<file path="config.mk">
export PLATFORM = sky130hd
export DESIGN_NAME = incremental_pid_clamped
export DESIGN_NICKNAME = d
export VERILOG_FILES = /design/src/rtl/ipc_pkg.sv /design/src/rtl/incremental_pid_clamped.sv /design/src/rtl/ipc_error.sv /design/src/rtl/ipc_mult.sv /design/src/rtl/ipc_accum.sv /design/src/rtl/ipc_output.sv
export VERILOG_INCLUDE_DIRS = /design/src /design/src/rtl
export SDC_FILE = /design/constraint.sdc
export NUM_CORES = 2
export LEC_CHECK = 0
export BUFFER_PORTS_ARGS = -buffer_cell sky130_fd_sc_hd__buf_2
export CAP_MARGIN = 20
export CELL_PAD_IN_SITES_DETAIL_PLACEMENT = 0
export CELL_PAD_IN_SITES_GLOBAL_PLACEMENT = 1
export CORE_ASPECT_RATIO = 0.8
export CORE_UTILIZATION = 56
export CTS_CLUSTER_SIZE = 10
export DETAILED_ROUTE_END_ITERATION = 6
export GPL_TIMING_DRIVEN = 0
export HOLD_SLACK_MARGIN = 0.03
export PLACE_DENSITY_LB_ADDON = 0.12
export REMOVE_ABC_BUFFERS = 1
export SKIP_LAST_GASP = 1
export SLEW_MARGIN = 20
export SYNTH_ARGS = -nofsm -noshare
export SYNTH_HDL_FRONTEND = slang
export SYNTH_SLANG_ARGS = --single-unit
</file>
<file path="constraint.sdc">
create_clock -name clk -period 18.24 [get_ports clk]
set_clock_uncertainty 0.05 [all_clocks]
set_input_delay 0.912 -clock clk [delete_from_list [all_inputs] [get_ports clk]]
set_output_delay 0.912 -clock clk [all_outputs]
set_load 0.02 [all_outputs]
</file>
<file path="src/rtl/incremental_pid_clamped_assert.svh">
// assertion macros for the incremental pid controller
`ifndef INCREMENTAL_PID_CLAMPED_ASSERT_SVH
`define INCREMENTAL_PID_CLAMPED_ASSERT_SVH

// same-cycle implication, disabled during reset
`define IPC_ASSERT_NOW(label, clk, rst, ante, cons, msg) \
  label: assert property (@(posedge clk) disable iff (rst) (ante) |-> (cons)) \
    else $error(msg);

// next-cycle implication, disabled during reset
`define IPC_ASSERT_NEXT(label, clk, rst, ante, cons, msg) \
  label: assert property (@(posedge clk) disable iff (rst) (ante) |=> (cons)) \
    else $error(msg);

`endif

</file>
<file path="src/rtl/ipc_pkg.sv">
// shared types and constants for the incremental pid controller
package ipc_pkg;

  localparam int RATE_W  = 16;
  localparam int GAIN_W  = 24;
  localparam int ERR_W   = 17;
  localparam int D1_W    = 18;
  localparam int D2_W    = 19;
  localparam int PP_W    = D1_W + GAIN_W + 1;
  localparam int PI_W    = ERR_W + GAIN_W + 1;
  localparam int PD_W    = D2_W + GAIN_W + 1;
  localparam int ACC_W   = 48;
  localparam int TOT_W   = ACC_W + 2;
  localparam int DRIVE_W = 15;
  localparam int FRAC_DROP = 16;
  localparam int ADDR_W  = 4;
  localparam int DATA_W  = 32;

  // register indexes
  localparam logic [1:0] REG_PROP_GAIN  = 2'd0;
  localparam logic [1:0] REG_INTEG_GAIN = 2'd1;
  localparam logic [1:0] REG_DERIV_GAIN = 2'd2;

  // reset gains, Q8.16
  localparam logic [GAIN_W-1:0] PROP_GAIN_RST  = 24'd393216;
  localparam logic [GAIN_W-1:0] INTEG_GAIN_RST = 24'd655;
  localparam logic [GAIN_W-1:0] DERIV_GAIN_RST = 24'd196608;

  // limits in Q.26
  localparam logic signed [ACC_W:0]   ACC_MAX   = 49'sh0_7FFF_FFFF_FFFF;
  localparam logic signed [ACC_W:0]   ACC_MIN   = -ACC_MAX;
  localparam logic signed [ACC_W:0]   INTEG_MAX = 49'sd335544320;
  localparam logic signed [ACC_W:0]   INTEG_MIN = -INTEG_MAX;
  localparam logic signed [TOT_W-1:0] OUT_MAX   = 50'sd671088640;
  localparam logic signed [TOT_W-1:0] OUT_MIN   = -OUT_MAX;
  localparam logic signed [TOT_W-1:0] ROUND_HALF = 50'sd32768;

  localparam logic signed [DRIVE_W-1:0] DRIVE_MAX = 15'sd10240;
  localparam logic signed [DRIVE_W-1:0] DRIVE_MIN = -15'sd10240;

  typedef struct packed {
    logic [GAIN_W-1:0] prop_gain;
    logic [GAIN_W-1:0] integ_gain;
    logic [GAIN_W-1:0] deriv_gain;
  } ipc_gains_t;

  typedef struct packed {
    logic signed [ERR_W-1:0] err;
    logic signed [D1_W-1:0]  d1;
    logic signed [D2_W-1:0]  d2;
  } ipc_err_t;

  typedef struct packed {
    logic signed [PP_W-1:0] p;
    logic signed [PI_W-1:0] i;
    logic signed [PD_W-1:0] d;
  } ipc_prod_t;

  typedef struct packed {
    logic signed [ACC_W-1:0] prop_sum;
    logic signed [ACC_W-1:0] integ_sum;
    logic signed [ACC_W-1:0] deriv_sum;
  } ipc_acc_t;

  // add to an accumulator and clamp to [lo, hi]
  function automatic logic signed [ACC_W-1:0] sat_add(
    input logic signed [ACC_W-1:0] acc,
    input logic signed [ACC_W:0]   inc,
    input logic signed [ACC_W:0]   lo,
    input logic signed [ACC_W:0]   hi
  );
    logic signed [ACC_W:0] s;
    s = (ACC_W+1)'(acc) + inc;
    if (s > hi) begin
      s = hi;
    end else if (s < lo) begin
      s = lo;
    end
    return s[ACC_W-1:0];
  endfunction

endpackage

</file>
<file path="src/rtl/incremental_pid_clamped.sv">
// Incremental (velocity-form) PID controller with clamped integral and output.
// Input channel: in_valid/in_ready carries measured_rate and target_rate
// (signed Q6.10); output channel: out_valid/out_ready carries drive_rate
// (signed Q5.10, within +-10.0). Every input transaction gives exactly one result.
// Gains (unsigned Q8.16) sit on an APB port: prop_gain at 0x0, integ_gain at
// 0x4, deriv_gain at 0x8; write them only while no transaction is in flight.
// A result passes four register stages, error, multiply, accumulate and
// output register, between the edge that accepts its input and out_valid;
// a stall can hold it in any of them.
// Throughput: one transaction per cycle while out_ready stays high; the
// accumulator update (one 48-bit add and clamp per term) closes its loop through the accumulator registers.
// Each stage holds its own transaction; when the receiver stalls, the stages
// fill up one by one and in_ready drops only once all four are occupied.
// Reset (rst, synchronous) clears the error history, the three accumulators
// and all valid flags, and restores the default gains 6.0, 0.01 and 3.0.
module incremental_pid_clamped
  import ipc_pkg::*;
(
  input  logic                      clk,
  input  logic                      rst,
  // apb configuration port
  input  logic                      psel,
  input  logic                      penable,
  input  logic                      pwrite,
  input  logic [ADDR_W-1:0]         paddr,
  input  logic [DATA_W-1:0]         pwdata,
  output logic [DATA_W-1:0]         prdata,
  output logic                      pready,
  // input channel
  input  logic                      in_valid,
  output logic                      in_ready,
  input  logic signed [RATE_W-1:0]  measured_rate,
  input  logic signed [RATE_W-1:0]  target_rate,
  // output channel
  output logic                      out_valid,
  input  logic                      out_ready,
  output logic signed [DRIVE_W-1:0] drive_rate
);

  ipc_gains_t gains;
  ipc_err_t   err_data;
  ipc_prod_t  prod_data;
  ipc_acc_t   acc_data;
  logic       err_valid;
  logic       err_ready;
  logic       prod_valid;
  logic       prod_ready;
  logic       acc_valid;
  logic       acc_ready;
  logic       cfg_write;

  // configuration registers
  assign pready    = 1'b1;
  assign cfg_write = psel && penable && pwrite;

  always_ff @(posedge clk) begin
    if (rst) begin
      gains.prop_gain  <= PROP_GAIN_RST;
      gains.integ_gain <= INTEG_GAIN_RST;
      gains.deriv_gain <= DERIV_GAIN_RST;
    end else if (cfg_write) begin
      case (paddr[3:2])
        REG_PROP_GAIN:  gains.prop_gain  <= pwdata[GAIN_W-1:0];
        REG_INTEG_GAIN: gains.integ_gain <= pwdata[GAIN_W-1:0];
        REG_DERIV_GAIN: gains.deriv_gain <= pwdata[GAIN_W-1:0];
        default: ;
      endcase
    end
  end

  // register readback
  always_comb begin
    case (paddr[3:2])
      REG_PROP_GAIN:  prdata = DATA_W'(gains.prop_gain);
      REG_INTEG_GAIN: prdata = DATA_W'(gains.integ_gain);
      REG_DERIV_GAIN: prdata = DATA_W'(gains.deriv_gain);
      default:        prdata = '0;
    endcase
  end

  // datapath stages
  ipc_error u_error (
    .clk           (clk),
    .rst           (rst),
    .in_valid      (in_valid),
    .in_ready      (in_ready),
    .measured_rate (measured_rate),
    .target_rate   (target_rate),
    .out_valid     (err_valid),
    .out_ready     (err_ready),
    .out_data      (err_data)
  );

  ipc_mult u_mult (
    .clk       (clk),
    .rst       (rst),
    .gains     (gains),
    .in_valid  (err_valid),
    .in_ready  (err_ready),
    .in_data   (err_data),
    .out_valid (prod_valid),
    .out_ready (prod_ready),
    .out_data  (prod_data)
  );

  ipc_accum u_accum (
    .clk       (clk),
    .rst       (rst),
    .in_valid  (prod_valid),
    .in_ready  (prod_ready),
    .in_data   (prod_data),
    .out_valid (acc_valid),
    .out_ready (acc_ready),
    .out_data  (acc_data)
  );

  ipc_output u_output (
    .clk        (clk),
    .rst        (rst),
    .in_valid   (acc_valid),
    .in_ready   (acc_ready),
    .in_data    (acc_data),
    .out_valid  (out_valid),
    .out_ready  (out_ready),
    .drive_rate (drive_rate)
  );

  // checks
`include "incremental_pid_clamped_assert.svh"

  `IPC_ASSERT_NOW(a_drive_range, clk, rst, out_valid,
    (drive_rate <= DRIVE_MAX) && (drive_rate >= DRIVE_MIN), "drive_rate out of range")
  `IPC_ASSERT_NOW(a_integ_limit, clk, rst, 1'b1,
    ((ACC_W+1)'(acc_data.integ_sum) <= INTEG_MAX) &&
    ((ACC_W+1)'(acc_data.integ_sum) >= INTEG_MIN), "integral accumulator past limit")
  `IPC_ASSERT_NEXT(a_acc_hold, clk, rst, acc_valid && !acc_ready,
    $stable(acc_data) && acc_valid, "accumulators moved while stage stalled")

endmodule

</file>
<file path="src/rtl/ipc_error.sv">
// error stage: error, first and second differences, error history
module ipc_error
  import ipc_pkg::*;
(
  input  logic                     clk,
  input  logic                     rst,
  input  logic                     in_valid,
  output logic                     in_ready,
  input  logic signed [RATE_W-1:0] measured_rate,
  input  logic signed [RATE_W-1:0] target_rate,
  output logic                     out_valid,
  input  logic                     out_ready,
  output ipc_err_t                 out_data
);

  logic signed [ERR_W-1:0] last_error;
  logic signed [ERR_W-1:0] older_error;
  logic signed [ERR_W-1:0] err_now;
  logic signed [D1_W-1:0]  d1_now;
  logic signed [D2_W-1:0]  d2_now;
  logic                    accept;

  assign in_ready = !out_valid || out_ready;
  assign accept   = in_valid && in_ready;

  // error and its differences against the two previous errors
  always_comb begin
    err_now = ERR_W'(target_rate) - ERR_W'(measured_rate);
    d1_now  = D1_W'(err_now) - D1_W'(last_error);
    d2_now  = D2_W'(err_now) - (D2_W'(last_error) <<< 1) + D2_W'(older_error);
  end

  // history and stage valid
  always_ff @(posedge clk) begin
    if (rst) begin
      last_error  <= '0;
      older_error <= '0;
      out_valid   <= 1'b0;
    end else if (accept) begin
      last_error  <= err_now;
      older_error <= last_error;
      out_valid   <= 1'b1;
    end else if (out_ready) begin
      out_valid   <= 1'b0;
    end
  end

  // stage payload
  always_ff @(posedge clk) begin
    if (accept) begin
      out_data.err <= err_now;
      out_data.d1  <= d1_now;
      out_data.d2  <= d2_now;
    end
  end

endmodule

</file>
<file path="src/rtl/ipc_mult.sv">
// multiply stage: gain times error terms
module ipc_mult
  import ipc_pkg::*;
(
  input  logic       clk,
  input  logic       rst,
  input  ipc_gains_t gains,
  input  logic       in_valid,
  output logic       in_ready,
  input  ipc_err_t   in_data,
  output logic       out_valid,
  input  logic       out_ready,
  output ipc_prod_t  out_data
);

  logic signed [GAIN_W:0] kp;
  logic signed [GAIN_W:0] ki;
  logic signed [GAIN_W:0] kd;
  logic                   accept;

  assign in_ready = !out_valid || out_ready;
  assign accept   = in_valid && in_ready;

  // gains are unsigned, widen by one zero bit
  assign kp = $signed({1'b0, gains.prop_gain});
  assign ki = $signed({1'b0, gains.integ_gain});
  assign kd = $signed({1'b0, gains.deriv_gain});

  always_ff @(posedge clk) begin
    if (rst) begin
      out_valid <= 1'b0;
    end else if (accept) begin
      out_valid <= 1'b1;
    end else if (out_ready) begin
      out_valid <= 1'b0;
    end
  end

  // three independent products
  always_ff @(posedge clk) begin
    if (accept) begin
      out_data.p <= PP_W'(in_data.d1) * PP_W'(kp);
      out_data.i <= PI_W'(in_data.err) * PI_W'(ki);
      out_data.d <= PD_W'(in_data.d2) * PD_W'(kd);
    end
  end

endmodule

</file>
<file path="src/rtl/ipc_accum.sv">
// accumulator stage: three saturating accumulators
module ipc_accum
  import ipc_pkg::*;
(
  input  logic      clk,
  input  logic      rst,
  input  logic      in_valid,
  output logic      in_ready,
  input  ipc_prod_t in_data,
  output logic      out_valid,
  input  logic      out_ready,
  output ipc_acc_t  out_data
);

  logic accept;

  assign in_ready = !out_valid || out_ready;
  assign accept   = in_valid && in_ready;

  // accumulators update once per transaction and double as the stage payload
  always_ff @(posedge clk) begin
    if (rst) begin
      out_data  <= '0;
      out_valid <= 1'b0;
    end else if (accept) begin
      out_data.prop_sum  <= sat_add(out_data.prop_sum, (ACC_W+1)'(in_data.p),
                                    ACC_MIN, ACC_MAX);
      out_data.integ_sum <= sat_add(out_data.integ_sum, (ACC_W+1)'(in_data.i),
                                    INTEG_MIN, INTEG_MAX);
      out_data.deriv_sum <= sat_add(out_data.deriv_sum, (ACC_W+1)'(in_data.d),
                                    ACC_MIN, ACC_MAX);
      out_valid <= 1'b1;
    end else if (out_ready) begin
      out_valid <= 1'b0;
    end
  end

endmodule

</file>
<file path="src/rtl/ipc_output.sv">
// output stage: total, clamp to +-10, round to q5.10, result register
module ipc_output
  import ipc_pkg::*;
(
  input  logic                      clk,
  input  logic                      rst,
  input  logic                      in_valid,
  output logic                      in_ready,
  input  ipc_acc_t                  in_data,
  output logic                      out_valid,
  input  logic                      out_ready,
  output logic signed [DRIVE_W-1:0] drive_rate
);

  logic signed [TOT_W-1:0] total;
  logic signed [TOT_W-1:0] clamped;
  logic signed [TOT_W-1:0] rounded;
  logic signed [TOT_W-1:0] shifted;
  logic                    accept;

  assign in_ready = !out_valid || out_ready;
  assign accept   = in_valid && in_ready;

  // sum, clamp, round half up
  always_comb begin
    total = TOT_W'(in_data.prop_sum) + TOT_W'(in_data.integ_sum)
          + TOT_W'(in_data.deriv_sum);
    if (total > OUT_MAX) begin
      clamped = OUT_MAX;
    end else if (total < OUT_MIN) begin
      clamped = OUT_MIN;
    end else begin
      clamped = total;
    end
    rounded = clamped + ROUND_HALF;
    shifted = rounded >>> FRAC_DROP;
  end

  always_ff @(posedge clk) begin
    if (rst) begin
      out_valid <= 1'b0;
    end else if (accept) begin
      out_valid <= 1'b1;
    end else if (out_ready) begin
      out_valid <= 1'b0;
    end
  end

  always_ff @(posedge clk) begin
    if (accept) begin
      drive_rate <= shifted[DRIVE_W-1:0];
    end
  end

endmodule
</file>
==> metrics.md <==
| Metric | Value |
|---|---|
| Seq cells post-synth | 452 |
| Least-Margin Pin Slew | 1.22 ns |
| Total grt overflow | 0 |
| Sequential-to-total area share from yosys stat | 0.150 |
| Final Hold Fails | 0 |
| CP top delay family | adder cells |
| Commonest non-fill, non-tap cell in the layout | inv_1 |
| Ys flop type | dfxtp_1 |
| Worst reg2reg setup slack | 9.03 ns |
| Most frequent CP cell | fa_1 |
| Initial antenna violation count | 16 |
| DRC errors left | 0 |
| Flip-flop and latch area | 11100 sq um |
| Fillers | 11500 |
| Slowest CP cell | edfxtp_1 |
| Post-DR wirelength/cell | 22.0 microns |
| Leakage | 0.0376 uW |
| Critical path class | flop to flop |
| CTS resizes | 0 |
| Crit Path Max Fanout | 24 |
| Nets | 10100 |
| Most frequent cells in the layout | inv_1, nand2_1, fa_1 |
| Die height | 326 microns |
| Min-delay worst type | flop to flop |
| Worst-Skew Late Latency | 0.70 ns |
| CP max stage delay | 1.11 ns |
| CTS Hold Bufs | 0 |
| Syn Std Cell Area | 73600 sq um |
| Unrepaired setup endpoints after global routing | false |
| Tmin final | 9.21 ns |
| Initial Util | 0.567 |
| I/O pin cnt | 125 |
| Critical path startpoint | u_error.out_data[4] |
| Initial drt markers | 5371 |
| Core Rows | 118 |
| Total GRT Usage | 0.334 |
| Number of stages on the worst setup path | 23 |
| Setup WS pre-CTS | 9.24 ns |
| Max H-tree Level | 2 |
| Fmax achieved | 0.109 GHz |
| Share of layout cells above drive strength 1 | 0.0411 |
| DR pass1 iterations | 5 |
| First-pass GRT wire length | 341 mm |
| Area occupied by multi-input gates | 56000 sq um |
| Final setup vio count | 0 |
| Longest Clk Path Bufs | 3 |
| Post-synthesis instance total | 8352 |
| DP Wirelength | 172 mm |
| Vias in the first global route | 57600 |
| Worst Setup EP | u_mult.out_data[43] |
| Worst r2r path cells | 23 |
| FFs w/ async S/R, synth | 0 |
| Hold slack | 0.404 ns |
| CTS Buf Count | 57 |
| Clk root buf | clkbuf_16 |
| Post-CTS Setup Inserts | 0 |
| Pwr per Cell Area | 160 nW/um^2 |
| Hold depth | 2 |
| Via count | 58000 |
| Worst r2r src | u_error.out_data[4] |
| Largest net degree at the start of global routing | 105 |
| Crit path cell chain | nand2_1 > fa_1 > fa_1 > fa_1 > inv_1 > fa_1 > fa_1 > fa_1 > ha_1 > ha_1 > a21o_1 > a21o_1 > a21oi_1 > nand4bb_1 > a211o_1 > a31o_2 > a2111oi_0 > o21bai_1 > a21oi_1 > nand2b_1 > o211ai_1 > a21oi_1 > xnor2_1 |
| Syn-to-layout area delta | 5.53% |
| Core area | 130000 sq um |
| Slew HR | 0.186 |
| CP Data Arrival Time | 9.61 ns |
| Status | completed |
| RePlAce Congestion | 0.973 |
| Required @ worst endpoint | 18.64 ns |
| Syn. warnings | 0 |
| Max-cap violations | 0 |
| Netlist cell types | 105 |
| Worst vdd ir | 0.437 mV |
| Worst setup margin | 9.03 ns |
| WL final | 220 mm |
| ANT nets after route | 0 |
| Max Slew Vio Count | 0 |
| Clock edge transition at the registers on the reported setup and hold paths | 0.06 ns |
| R2R Path End | u_mult.out_data[43] |
| CP Launch Type | flop |
| Post-synth EDFFs | 198 |
| Total negative setup slack | 0 ns |
| Clk sink count | 452 |
| Via density | 5.82 |
| Avg Inst Size Synth | 8.81 sq um |
| Total die area | 133000 sq um |
| Setup crit end kind | flop |
| Buf/Inv on CP | 1 |
| Die W | 407 microns |
| Port-buffer cells | 105 |
| Tcrit/Tclk final | 0.505 |
| CTS tree | built |
==> how the worst min path moves through the flow <==
stage / from / endpoint / slack (ns)
2_1_floorplan: u_error.last_error[16] / u_error.older_error[16] / 0.38
3_3_place_gp: u_error.last_error[2] / u_error.older_error[2] / 0.39
3_5_place_dp: u_error.last_error[2] / u_error.older_error[2] / 0.40
4_1_cts: in_valid / u_error.out_valid / 0.38
5_1_grt: in_valid / u_error.out_valid / 0.42
6_report: u_error.last_error[2] / u_error.older_error[2] / 0.40
==> flip-flops by register name, summed over array words and instances (netlist names) <==
signal               cells
u_error.out_valid        1
gains                   72
u_mult.out_valid         1
u_error.older_error     17
u_output.out_valid       1
u_mult.out_data        129
u_error.last_error      17
u_accum.out_data       144
u_accum.out_valid        1
u_error.out_data        54
u_output.drive_rate     15
==> power breakdown <==
part,internal (uW),switching [uW],total [uW],leakage (uW)
registers,1560,409,1970,0.00397
clock network,640,477,1120,0.000878
logic,3440,5870,9310,0.0328
==> Yosys cell counts (21+ instances only) <==
master,instances,share of area
a211oi_1,42,0.0043
a21boi_0,24,0.0024
a21o_1,157,0.016
a21oi_1,461,0.031
a221o_1,38,0.0052
a22o_1,26,0.0031
a31oi_1,44,0.0037
and2_1,546,0.046
and3_1,34,0.0029
buf_2,21,0.0014
clkbuf_1,371,0.019
dfxtp_1,254,0.069
edfxtp_1,198,0.081
fa_1,1125,0.31
ha_1,703,0.12
inv_1,1342,0.068
mux2i_1,38,0.0052
nand2_1,1151,0.059
nand2b_1,86,0.0073
nand3_1,83,0.0056
nand3b_1,25,0.0025
nand4_1,51,0.0043
nor2_1,313,0.016
nor2b_1,73,0.0062
nor3_1,122,0.0083
nor4_1,26,0.0022
o211ai_1,30,0.0031
o21a_1,62,0.0063
o21ai_0,217,0.015
o21bai_1,44,0.0045
xnor2_1,191,0.023
xor2_1,108,0.013
==> through the flow <==
stage               cells  power, uW  area (sq um)   util
floorplan            7944       7640         72000      -
global placement     9789      10700         74700  0.575
detailed placement   9813      10900         75200  0.579
CTS                  9919      12100         77100  0.593
global route         9947      13500         77700  0.598
finish               9958      12400         77700  0.598
==> worst reg2reg max path, stage by stage, from the launching register on <==
cell       delay [ns]
edfxtp_1         1.11
nand2_1          0.22
fa_1             0.57
fa_1             0.47
fa_1             0.56
inv_1            0.06
fa_1             0.55
fa_1             0.43
fa_1             0.46
ha_1             0.31
ha_1             0.37
a21o_1           0.20
a21o_1           0.17
a21oi_1          0.37
nand4bb_1        0.18
a211o_1          0.29
a31o_2           0.26
a2111oi_0        0.90
o21bai_1         0.18
a21oi_1          0.47
nand2b_1         0.21
o211ai_1         0.10
a21oi_1          0.22
xnor2_1          0.26
==> kinds of logic after synthesis <==
family | after synthesis | share of synthesized area
muxes | 40 | 0.00563
DFF | 452 | 0.150
buffers and inverters | 1758 | 0.0907
AOI/OAI and AO/OA | 1354 | 0.121
adders and majority gates | 1831 | 0.426
other | 2 | 0.000102
xor gates and xnor gates | 299 | 0.0356
and+or+nand+nor | 2616 | 0.172
==> layout make-up <==
class	instances	area share
sequential	452	0.142
clock buffer	95	0.0221
tap	1740	0.0280
antenna	11	0.000354
clock inverter	11	0.00135
multi-input combinational	6149	0.721
timing repair buffer	157	0.0199
inverter	1343	0.0650
==> metal layers <==
layer	global-route usage	up-vias	wire length (microns)
met5	0	-	9
met4	0.103	2	7380
met3	0.0888	285	24100
met2	0.466	2436	87200
met1	0.502	28600	101000
li1	-	26600	-
Power figures use the tool's default switching activity.
